$ cat src/rtl/ppmrx_pkg.sv
// Shared types, register codes and stick arithmetic for the PPM receiver.
// No dependencies; the files that use these refer to them by scoped name.
package ppmrx_pkg;

	// Register indexes on the configuration port
	localparam logic [2:0] REG_MIN_PULSE = 3'd0;
	localparam logic [2:0] REG_MAX_PULSE = 3'd1;
	localparam logic [2:0] REG_SYNC_GAP  = 3'd2;
	localparam logic [2:0] REG_CENTER    = 3'd3;
	localparam logic [2:0] REG_DEADZONE  = 3'd4;
	localparam logic [2:0] REG_FAILSAFE  = 3'd5;
	localparam logic [2:0] REG_WALK_SLOT = 3'd6;
	localparam logic [2:0] REG_TURN_SLOT = 3'd7;

	// Register reset values
	localparam logic [15:0] RST_MIN_PULSE = 16'd900;
	localparam logic [15:0] RST_MAX_PULSE = 16'd2100;
	localparam logic [15:0] RST_SYNC_GAP  = 16'd3000;
	localparam logic [15:0] RST_CENTER    = 16'd1500;
	localparam logic [9:0]  RST_DEADZONE  = 10'd30;
	localparam logic [31:0] RST_FAILSAFE  = 32'd100000;
	localparam logic [2:0]  RST_WALK_SLOT = 3'd1;
	localparam logic [2:0]  RST_TURN_SLOT = 3'd0;

	// Motion commands
	localparam logic [2:0] MOT_IDLE     = 3'd0;
	localparam logic [2:0] MOT_FORWARD  = 3'd1;
	localparam logic [2:0] MOT_BACKWARD = 3'd2;
	localparam logic [2:0] MOT_RIGHT    = 3'd3;
	localparam logic [2:0] MOT_LEFT     = 3'd4;

	localparam logic signed [16:0] STICK_MAX = 17'sd500;
	localparam logic signed [16:0] STICK_MIN = -17'sd500;
	localparam logic [31:0]        AGE_NONE  = 32'hFFFF_FFFF;

	typedef struct packed {
		logic [15:0] min_pulse;
		logic [15:0] max_pulse;
		logic [15:0] sync_gap;
		logic [15:0] center;
		logic [9:0]  deadzone;
		logic [31:0] failsafe;
		logic [2:0]  walk_slot;
		logic [2:0]  turn_slot;
	} cfg_t;

	typedef struct packed {
		logic [31:0]        frame_age;
		logic               active;
		logic [2:0]         motion;
		logic signed [9:0]  turn;
		logic signed [9:0]  walk;
		logic [15:0]        slot_width;
	} res_t;

	// Pulse window check, inclusive on both ends
	function automatic logic width_ok(logic [31:0] w, logic [15:0] lo, logic [15:0] hi);
		return (w >= {16'd0, lo}) && (w <= {16'd0, hi});
	endfunction

	// Centered, deadzoned and clamped stick offset; 0 for an invalid width
	function automatic logic signed [9:0] stick_value(logic [15:0] w, logic [15:0] center,
		logic [9:0] dz, logic ok);
		logic signed [16:0] c;
		logic [16:0]        mag;
		c = $signed({1'b0, w}) - $signed({1'b0, center});
		mag = c[16] ? 17'(-c) : 17'(c);
		if (!ok || mag < {7'd0, dz})
			c = '0;
		else if (c > STICK_MAX)
			c = STICK_MAX;
		else if (c < STICK_MIN)
			c = STICK_MIN;
		return c[9:0];
	endfunction

endpackage

$ cat src/rtl/ppmrx_ram.sv
// Generic single-write, single-read RAM with registered read data.
// No dependencies.
module ppmrx_ram #(
	parameter int WIDTH = 16,
	parameter int DEPTH = 8
) (
	input  logic                     clk,
	input  logic                     wr_en,
	input  logic [$clog2(DEPTH)-1:0] wr_addr,
	input  logic [WIDTH-1:0]         wr_data,
	input  logic                     rd_en,
	input  logic [$clog2(DEPTH)-1:0] rd_addr,
	output logic [WIDTH-1:0]         rd_data
);

	logic [WIDTH-1:0] mem [DEPTH];

	// read returns the old word on a same-address write
	always_ff @(posedge clk) begin
		if (wr_en)
			mem[wr_addr] <= wr_data;
		if (rd_en)
			rd_data <= mem[rd_addr];
	end

endmodule

$ cat src/rtl/ppmrx_slot_bank.sv
// Channel width store: one RAM copy per read port, valid bits, write bypass.
// Depends on ppmrx_ram.
module ppmrx_slot_bank #(
	parameter int CHANNEL_COUNT = 8,
	localparam int AddrW = $clog2(CHANNEL_COUNT),
	localparam int Reads = 3
) (
	input  logic                   clk,
	input  logic                   arst_n,
	input  logic                   wr_en,
	input  logic [AddrW-1:0]       wr_addr,
	input  logic [15:0]            wr_data,
	input  logic                   rd_en,
	input  logic [Reads-1:0][2:0]  rd_slot,   // read, walk, turn
	output logic [Reads-1:0][15:0] rd_width
);

	localparam int ExtW = (AddrW > 3) ? AddrW : 3;

	logic [CHANNEL_COUNT-1:0] valid_q;

	always_ff @(posedge clk or negedge arst_n) begin
		if (!arst_n) begin
			valid_q <= '0;
		end else if (wr_en) begin
			valid_q[wr_addr] <= 1'b1;
		end
	end

	for (genvar p = 0; p < Reads; p++) begin : g_port
		logic [ExtW-1:0]  slot_ext;
		logic [AddrW-1:0] addr;
		logic [AddrW-1:0] addr_q;
		logic             in_range_q;
		logic             hit_q;
		logic [15:0]      byp_q;
		logic [15:0]      ram_data;

		assign slot_ext = ExtW'(rd_slot[p]);
		assign addr     = slot_ext[AddrW-1:0];

		ppmrx_ram #(
			.WIDTH(16),
			.DEPTH(CHANNEL_COUNT)
		) u_ram (
			.clk     (clk),
			.wr_en   (wr_en),
			.wr_addr (wr_addr),
			.wr_data (wr_data),
			.rd_en   (rd_en),
			.rd_addr (addr),
			.rd_data (ram_data)
		);

		always_ff @(posedge clk or negedge arst_n) begin
			if (!arst_n) begin
				addr_q     <= '0;
				in_range_q <= 1'b0;
				hit_q      <= 1'b0;
			end else if (rd_en) begin
				addr_q     <= addr;
				in_range_q <= 32'(rd_slot[p]) < 32'(CHANNEL_COUNT);
				hit_q      <= wr_en && (wr_addr == addr);
			end
		end

		// write landing on the same edge as the read
		always_ff @(posedge clk) begin
			if (rd_en)
				byp_q <= wr_data;
		end

		always_comb begin
			if (!in_range_q)
				rd_width[p] = '0;
			else if (hit_q)
				rd_width[p] = byp_q;
			else if (valid_q[addr_q])
				rd_width[p] = ram_data;
			else
				rd_width[p] = '0;
		end
	end

endmodule

$ cat src/rtl/ppmrx_query.sv
// Status query: frame age, active flag, stick offsets and motion command.
// Depends on ppmrx_pkg.
module ppmrx_query (
	input  ppmrx_pkg::cfg_t  cfg,
	input  logic [31:0]      now,
	input  logic [31:0]      last_frame,
	input  logic             frame_seen,
	input  logic [15:0]      read_width,
	input  logic [15:0]      walk_width,
	input  logic [15:0]      turn_width,
	output ppmrx_pkg::res_t  res
);

	logic              walk_ok;
	logic              turn_ok;
	logic [31:0]       age;
	logic signed [9:0] walk;
	logic signed [9:0] turn;
	logic signed [9:0] walk_abs;
	logic signed [9:0] turn_abs;

	assign walk_ok = ppmrx_pkg::width_ok({16'd0, walk_width}, cfg.min_pulse, cfg.max_pulse);
	assign turn_ok = ppmrx_pkg::width_ok({16'd0, turn_width}, cfg.min_pulse, cfg.max_pulse);
	assign age     = frame_seen ? (now - last_frame) : ppmrx_pkg::AGE_NONE;

	assign walk = ppmrx_pkg::stick_value(walk_width, cfg.center, cfg.deadzone, walk_ok);
	assign turn = ppmrx_pkg::stick_value(turn_width, cfg.center, cfg.deadzone, turn_ok);
	assign walk_abs = walk[9] ? -walk : walk;
	assign turn_abs = turn[9] ? -turn : turn;

	always_comb begin
		res.slot_width = read_width;
		res.walk       = walk;
		res.turn       = turn;
		res.frame_age  = age;
		res.active     = frame_seen && (age <= cfg.failsafe) && walk_ok && turn_ok;
		// larger magnitude wins, walk on ties
		if (walk == 10'sd0 && turn == 10'sd0)
			res.motion = ppmrx_pkg::MOT_IDLE;
		else if (walk_abs >= turn_abs)
			res.motion = walk[9] ? ppmrx_pkg::MOT_BACKWARD : ppmrx_pkg::MOT_FORWARD;
		else
			res.motion = turn[9] ? ppmrx_pkg::MOT_LEFT : ppmrx_pkg::MOT_RIGHT;
	end

endmodule

$ cat src/rtl/ppm_receiver_motion_decoder.sv
// Top level of the PPM receiver and motion decoder.
// Depends on ppmrx_pkg, ppmrx_slot_bank (and ppmrx_ram) and ppmrx_query.
//
// Usage:
//  - Slave stream (s_*): one transaction per event. s_tuser is the request
//    kind (0 falling edge, 1 status query); s_tdata carries the timestamp and
//    the channel to read back.
//  - Master stream (m_*): one transaction per status query, none per edge.
//  - Config channel (cfg_*): always ready; write cfg_data to register
//    cfg_index. Write only while no transaction is in flight.
//  - Throughput: one transaction per cycle on s_*, edges and queries mixed,
//    while no query waits behind a stalled result. An item passes through the
//    input register; a query result then goes into the output register and
//    shows on m_*. The channel store is read on the accepting edge.
//  - Stall: a result waits in the output register while m_tready is low. A
//    query behind it waits in the input register and s_tready drops; edges
//    still move through, since they make no result.
//  - Reset: registers return to their defaults, all channels read as 0, no
//    frame has been seen (frame age all ones, active low), slot pointer 0.
//    No clearing pass; the block accepts items right after reset.
module ppm_receiver_motion_decoder #(
	parameter int CHANNEL_COUNT = 8
) (
	input  logic        clk,
	input  logic        arst_n,
	// input stream
	input  logic        s_tvalid,
	output logic        s_tready,
	input  logic [39:0] s_tdata,   // [31:0] time_us, [34:32] read_slot, [39:35] zero
	input  logic        s_tuser,   // req_type
	// result stream
	output logic        m_tvalid,
	input  logic        m_tready,
	output logic [71:0] m_tdata,   // [15:0] slot_width_us, [25:16] walk_value,
	                               // [35:26] turn_value, [38:36] motion,
	                               // [39] active, [71:40] frame_age_us
	// configuration writes
	input  logic        cfg_valid,
	output logic        cfg_ready,
	input  logic [2:0]  cfg_index,
	input  logic [31:0] cfg_data
);

	localparam int AddrW = $clog2(CHANNEL_COUNT);
	localparam int SlotW = $clog2(CHANNEL_COUNT + 1);   // pointer saturates at the count

	ppmrx_pkg::cfg_t cfg_q;

	logic        valid_s1;
	logic        req_s1;
	logic [31:0] time_s1;

	logic [31:0]      last_edge_q;
	logic [31:0]      last_frame_q;
	logic             frame_seen_q;
	logic [SlotW-1:0] next_slot_q;

	logic             out_valid_q;
	ppmrx_pkg::res_t  out_q;
	ppmrx_pkg::res_t  res;

	logic             accept;
	logic             out_free;
	logic             s1_go;
	logic             edge_fire;
	logic             query_fire;
	logic [31:0]      dur;
	logic             is_sync;
	logic             wr_en;
	logic [AddrW-1:0] wr_addr;
	logic [2:0][2:0]  rd_slot;
	logic [2:0][15:0] rd_width;

	// ---- configuration registers ----
	assign cfg_ready = 1'b1;

	always_ff @(posedge clk or negedge arst_n) begin
		if (!arst_n) begin
			cfg_q.min_pulse <= ppmrx_pkg::RST_MIN_PULSE;
			cfg_q.max_pulse <= ppmrx_pkg::RST_MAX_PULSE;
			cfg_q.sync_gap  <= ppmrx_pkg::RST_SYNC_GAP;
			cfg_q.center    <= ppmrx_pkg::RST_CENTER;
			cfg_q.deadzone  <= ppmrx_pkg::RST_DEADZONE;
			cfg_q.failsafe  <= ppmrx_pkg::RST_FAILSAFE;
			cfg_q.walk_slot <= ppmrx_pkg::RST_WALK_SLOT;
			cfg_q.turn_slot <= ppmrx_pkg::RST_TURN_SLOT;
		end else if (cfg_valid) begin
			case (cfg_index)
				ppmrx_pkg::REG_MIN_PULSE: cfg_q.min_pulse <= cfg_data[15:0];
				ppmrx_pkg::REG_MAX_PULSE: cfg_q.max_pulse <= cfg_data[15:0];
				ppmrx_pkg::REG_SYNC_GAP:  cfg_q.sync_gap  <= cfg_data[15:0];
				ppmrx_pkg::REG_CENTER:    cfg_q.center    <= cfg_data[15:0];
				ppmrx_pkg::REG_DEADZONE:  cfg_q.deadzone  <= cfg_data[9:0];
				ppmrx_pkg::REG_FAILSAFE:  cfg_q.failsafe  <= cfg_data;
				ppmrx_pkg::REG_WALK_SLOT: cfg_q.walk_slot <= cfg_data[2:0];
				ppmrx_pkg::REG_TURN_SLOT: cfg_q.turn_slot <= cfg_data[2:0];
				default: ;
			endcase
		end
	end

	// ---- handshake ----
	// An edge in the input register never waits; a query there waits for the
	// output register to free up.
	assign out_free   = !out_valid_q || m_tready;
	assign s1_go      = !valid_s1 || !req_s1 || out_free;
	assign s_tready   = s1_go;
	assign accept     = s_tvalid && s_tready;
	assign edge_fire  = valid_s1 && !req_s1;
	assign query_fire = valid_s1 && req_s1 && out_free;

	// ---- input register ----
	always_ff @(posedge clk or negedge arst_n) begin
		if (!arst_n)
			valid_s1 <= 1'b0;
		else if (s1_go)
			valid_s1 <= s_tvalid;
	end

	always_ff @(posedge clk) begin
		if (accept) begin
			req_s1  <= s_tuser;
			time_s1 <= s_tdata[31:0];
		end
	end

	// ---- edge handling ----
	assign dur     = time_s1 - last_edge_q;    // wraps with the timestamp
	assign is_sync = dur > {16'd0, cfg_q.sync_gap};
	assign wr_en   = edge_fire && !is_sync
		&& ppmrx_pkg::width_ok(dur, cfg_q.min_pulse, cfg_q.max_pulse)
		&& (next_slot_q < SlotW'(CHANNEL_COUNT));
	assign wr_addr = next_slot_q[AddrW-1:0];

	always_ff @(posedge clk or negedge arst_n) begin
		if (!arst_n) begin
			last_edge_q  <= '0;
			last_frame_q <= '0;
			frame_seen_q <= 1'b0;
			next_slot_q  <= '0;
		end else if (edge_fire) begin
			last_edge_q <= time_s1;
			if (is_sync) begin
				next_slot_q  <= '0;
				last_frame_q <= time_s1;
				frame_seen_q <= 1'b1;
			end else if (wr_en) begin
				next_slot_q <= next_slot_q + SlotW'(1);
			end
		end
	end

	// ---- channel store, read on the accepting edge ----
	assign rd_slot[0] = s_tdata[34:32];
	assign rd_slot[1] = cfg_q.walk_slot;
	assign rd_slot[2] = cfg_q.turn_slot;

	ppmrx_slot_bank #(
		.CHANNEL_COUNT(CHANNEL_COUNT)
	) u_bank (
		.clk      (clk),
		.arst_n   (arst_n),
		.wr_en    (wr_en),
		.wr_addr  (wr_addr),
		.wr_data  (dur[15:0]),
		.rd_en    (accept),
		.rd_slot  (rd_slot),
		.rd_width (rd_width)
	);

	// ---- query ----
	ppmrx_query u_query (
		.cfg        (cfg_q),
		.now        (time_s1),
		.last_frame (last_frame_q),
		.frame_seen (frame_seen_q),
		.read_width (rd_width[0]),
		.walk_width (rd_width[1]),
		.turn_width (rd_width[2]),
		.res        (res)
	);

	// ---- output register ----
	always_ff @(posedge clk or negedge arst_n) begin
		if (!arst_n)
			out_valid_q <= 1'b0;
		else if (query_fire)
			out_valid_q <= 1'b1;
		else if (m_tready)
			out_valid_q <= 1'b0;
	end

	always_ff @(posedge clk) begin
		if (query_fire)
			out_q <= res;
	end

	assign m_tvalid = out_valid_q;
	assign m_tdata  = {out_q.frame_age, out_q.active, out_q.motion,
		out_q.turn, out_q.walk, out_q.slot_width};

endmodule

$ cat config.mk
export PLATFORM = sky130hd
export DESIGN_NAME = ppm_receiver_motion_decoder
export DESIGN_NICKNAME = d
export VERILOG_FILES = /design/src/rtl/ppmrx_pkg.sv /design/src/rtl/ppmrx_ram.sv /design/src/rtl/ppmrx_slot_bank.sv /design/src/rtl/ppmrx_query.sv /design/src/rtl/ppm_receiver_motion_decoder.sv
export SDC_FILE = /design/constraint.sdc
export NUM_CORES = 1
export LEC_CHECK = 0
export ABC_AREA = 1
export CAP_MARGIN = 40
export CORE_MARGIN = 1.5
export CORE_UTILIZATION = 59
export DETAILED_ROUTE_END_ITERATION = 16
export DONT_BUFFER_PORTS = 1
export GPL_ROUTABILITY_DRIVEN = 0
export PLACE_DENSITY_LB_ADDON = 0.05
export SETUP_SLACK_MARGIN = 0.2
export SLEW_MARGIN = 10
export SYNTH_ARGS = -nofsm -noshare
export SYNTH_HDL_FRONTEND = slang
export SYNTH_SLANG_ARGS = --single-unit
$ cat constraint.sdc
create_clock -name clk -period 6.15 [get_ports clk]
set_input_delay 1.23 -clock clk [delete_from_list [all_inputs] [get_ports clk]]
set_output_delay 1.23 -clock clk [all_outputs]
set_load 0.01 [all_outputs]
==> metrics.md <==
| Metric | Value |
|---|---|
| Synth-to-Final Area Change | 19.08% |
| Post-DP HPWL | 69.19 mm |
| Drt pass-1 iters | 9 |
| RSZ-0062 raised after global routing | true |
| Slew @ Worst Pin | 0.9579 ns |
| Mean Syn Cell Area | 8.365 µm² |
| Share of cells above drive strength 1 | 18.76% |
| Largest net degree at the start of global routing | around 210 |
| Worst vdd ir | approximately 0.26 mV |
| Vias in the first global route | 28700 |
| CP max FO | 7 |
| Leakage | between 15 and 20 nW |
| Final setup violation count | 3 |
| Fin crit period | around 6.6 ns |
| Synth top cells by count | nand2_1 (736), inv_1 (475), o21ai_0 (464), a21oi_1 (353), edfxtp_1 (297) |
| Nets | around 4500 |
| Share of the synthesized area in the top cell type | 27.69% |
| Top-count cell post-synth | nand2_1 |
| PD cells | 428.9 nW/µm² |
| Post-synthesis sequential area ratio | 43.67% |
| Core area | 53920 µm² |
| Final Power | 0.01645 W |
| Asr flop ratio synth | 40.72% |
| Synth top area cells | edfxtp_1 (28%), dfrtp_1 (13%), ha_1 (10%) |
| Final Hold Viols | 0 |
| Global-route wire length before repair | approximately 150 mm |
| Crit Path Class | reg -> reg |
| Chip height | roughly 240 µm |
| Final instance area | 38350 µm² |
| Synth Instances | 3850 |
| # clock sinks | 501 |
| Post-DRT Antenna Nets | 0 |
| Clk_lat worst skew | 0.63 ns |
| DR iter-0 viols | 3406 |
| Crit-path leading delay family | simple AND/OR/NAND/NOR gates |
| Layout Utilization | between 70% and 80% |
| DIE WIDTH | 236.6 µm |
| Grt ovf | 0 |
| Number of core rows | 85 |
| FILL cells | 4022 |
| Worst slack at placement | -0.9066 ns |
| Initial core utilization | 59.73% |
| CP max-delay cell | or4_4 |
| Yosys reg bits | 501 |
| Worst Path Arrival | 6.96 ns |
| Max Cap Viol | 0 |
| CTS H-tree lvls | 2 |
| Routed WL | 97.80 mm |
| Routed len/inst | 20.01 µm |
| Worst Setup End Kind | flop |
| Violated checks | setup timing |
| Maximum single-stage delay on the critical path | 0.49 ns |
| CTS Root Cell | clkbuf_16 |
| Dpl cell area | 35240 µm² |
| CTS tree | yes |
| Hold_buf cts | 0 |
| Post-synth top flop | edfxtp_1 |
| Hold Crit Class | in -> async |
| CP required | 6.51 ns |
| Ys Warns | 0 |
| Initial antenna violation count | 8 |
| Max Slew Vio Count | 0 |
| Cell accounting for the most synthesized area | edfxtp_1 |
| IO buf count | 0 |
| CTS Buf Count | between 50 and 60 |
| Cell Area, Synth | about 32000 µm² |
| Buffers & Inverters on Critical Path | 7 |
| Fmax | around 150 MHz |
| Clock Path Buffers | 3 |
| Slew HR | between 30 and 40% |
| Most common cell on crit path | nand2_1 |
| Via Count | 29260 |
| Run status | finished with violations |
| Distinct cells, synth | 71 |
| Clock transition at path regs | 0.06 ns |
| Fin crit share | 107.3% |
| Worst setup margin | -0.4470 ns |
| EDFF count, synth | a little under 300 |
| DR vias/cell | 5.988 |
| Die area | 56000 µm² |
| Global Route Usage Sum | 34.43% |
| Post-Route Skew | 0.04109 ns |
| CP Launch Type | flop |
| Ports | 156 |
| DR DRC count | 0 |
repair_timing:
| action | CTS | global route |
|---|---|---|
| cloned | 1 | 2 |
| setup endpoints to repair | 4 | 153 |
| pin swaps | 65 | 35 |
| gates resized for setup | 98 | 93 |
| setup buffers | 38 | 16 |
metrics by stage:
| step | std cells | hold WS, ns | TNS (ns) |
|---|---|---|---|
| after floorplan | 3851 | 0.4452 | -0.4169 |
| after global placement | 4720 | 0.4661 | -1.953 |
| after detailed placement | 4726 | 0.4701 | -2.608 |
| after CTS | 4867 | 0.2760 | -0.9046 |
| after global routing | 4887 | 0.2949 | -2.384 |
| final | 4887 | 0.3151 | -1.273 |
path summary, 6_finish.rpt:
check	startpoint	endpoint	slack, ns	depth (start not counted)
min in group clk	cfg_q[43]	cfg_q[43]	0.48	2
hold / removal	arst_n	cfg_q[6]	0.32	0
setup reg to reg	u_bank.g_port[1].addr_q[0]	m_tdata[37]	-0.45	46
setup / recovery	u_bank.g_port[1].addr_q[0]	m_tdata[37]	-0.45	46
max in group asynchronous	arst_n	cfg_q[54]	5.41	0
hold reg to reg	cfg_q[43]	cfg_q[43]	0.48	2
layer usage:
layer / track usage (%) / share of wire, % / vias to the layer above
met3: 5.980 / 9.4 / 277
met5: 0 / 0.056 / -
met1: 43.86 / 39 / 13830
met2: 57.92 / 48 / 1399
li1: - / - / 13750
met4: 14.63 / 4.2 / 8
worst register-to-register path, delay by kind of cell (launching register included):
kind / cells / cell delay, ns
AOI/OAI and AO/OA: 15 / 2.05
and+or+nand+nor: 19 / 2.07
adders and majority gates: 4 / 0.98
buffers and inverters: 7 / 0.65
xor gates and xnor gates: 1 / 0.15
DFF: 1 / 0.46
where the power goes:
part,switching [W],leakage [nW],internal (W)
clock,0.00140,0.867,0.00190
combinational,0.00513,11.4,0.00356
sequential,0.000285,5.22,0.00417
kinds of logic after synthesis:
family	share of synthesized area (%)
flip-flops	43.67
AND/OR/NAND/NOR	18.52
AO/OA/AOI/OAI	18.15
XOR/XNOR	1.601
adder cells (fa/ha/maj)	10.58
other	0.02332
buffers and inverters	7.448
state kept, by name, indices dropped and copies added, names as in the netlist:
signal                       cells
u_bank.g_port.u_ram.mem        128
cfg_q                          112
m_tdata                         72
u_bank.g_port.u_ram.rd_data     48
last_edge_q                     32
last_frame_q                    32
time_s1                         32
u_bank.g_port.byp_q             16
u_bank.g_port.addr_q             9
u_bank.valid_q                   8
next_slot_q                      4
u_bank.g_port.hit_q              3
frame_seen_q                     1
m_tvalid                         1
req_s1                           1
u_bank.g_port.in_range_q         1
valid_s1                         1
final cells by class:
type                    instances  area (µm²)  area share [%]
clock inverters                36       389.1           1.015
clock buffers                  66        1416           3.693
multi-input cells            2722       16660           43.44
diodes                          2       5.005         0.01305
flip-flops and latches        501       14070           36.69
repair buffers                371        3069           8.003
inverters                     493        1869           4.874
well taps                     696       870.8           2.271
layout by cell type (no fill, tap or decap), types with 12 or more instances in the layout:
cell type  instances
a21o_1            12
a21oi_1          316
a21oi_2           29
a31oi_1           61
buf_4            340
buf_6             15
clkbuf_16         54
dfrtp_1          166
dfstp_2           33
edfxtp_1         297
ha_1             241
ha_4              20
inv_1            467
inv_2             18
nand2_1          715
nand2_2           44
nand2_4           15
nand3_1          138
nand3_2           31
nand4_1           38
nor2_1           243
nor2_2            21
nor2_4            14
nor3_1            23
o211ai_1          60
o21ai_0          451
o21ai_1           37
xor2_1            42
(Power assumes the default switching activity.)
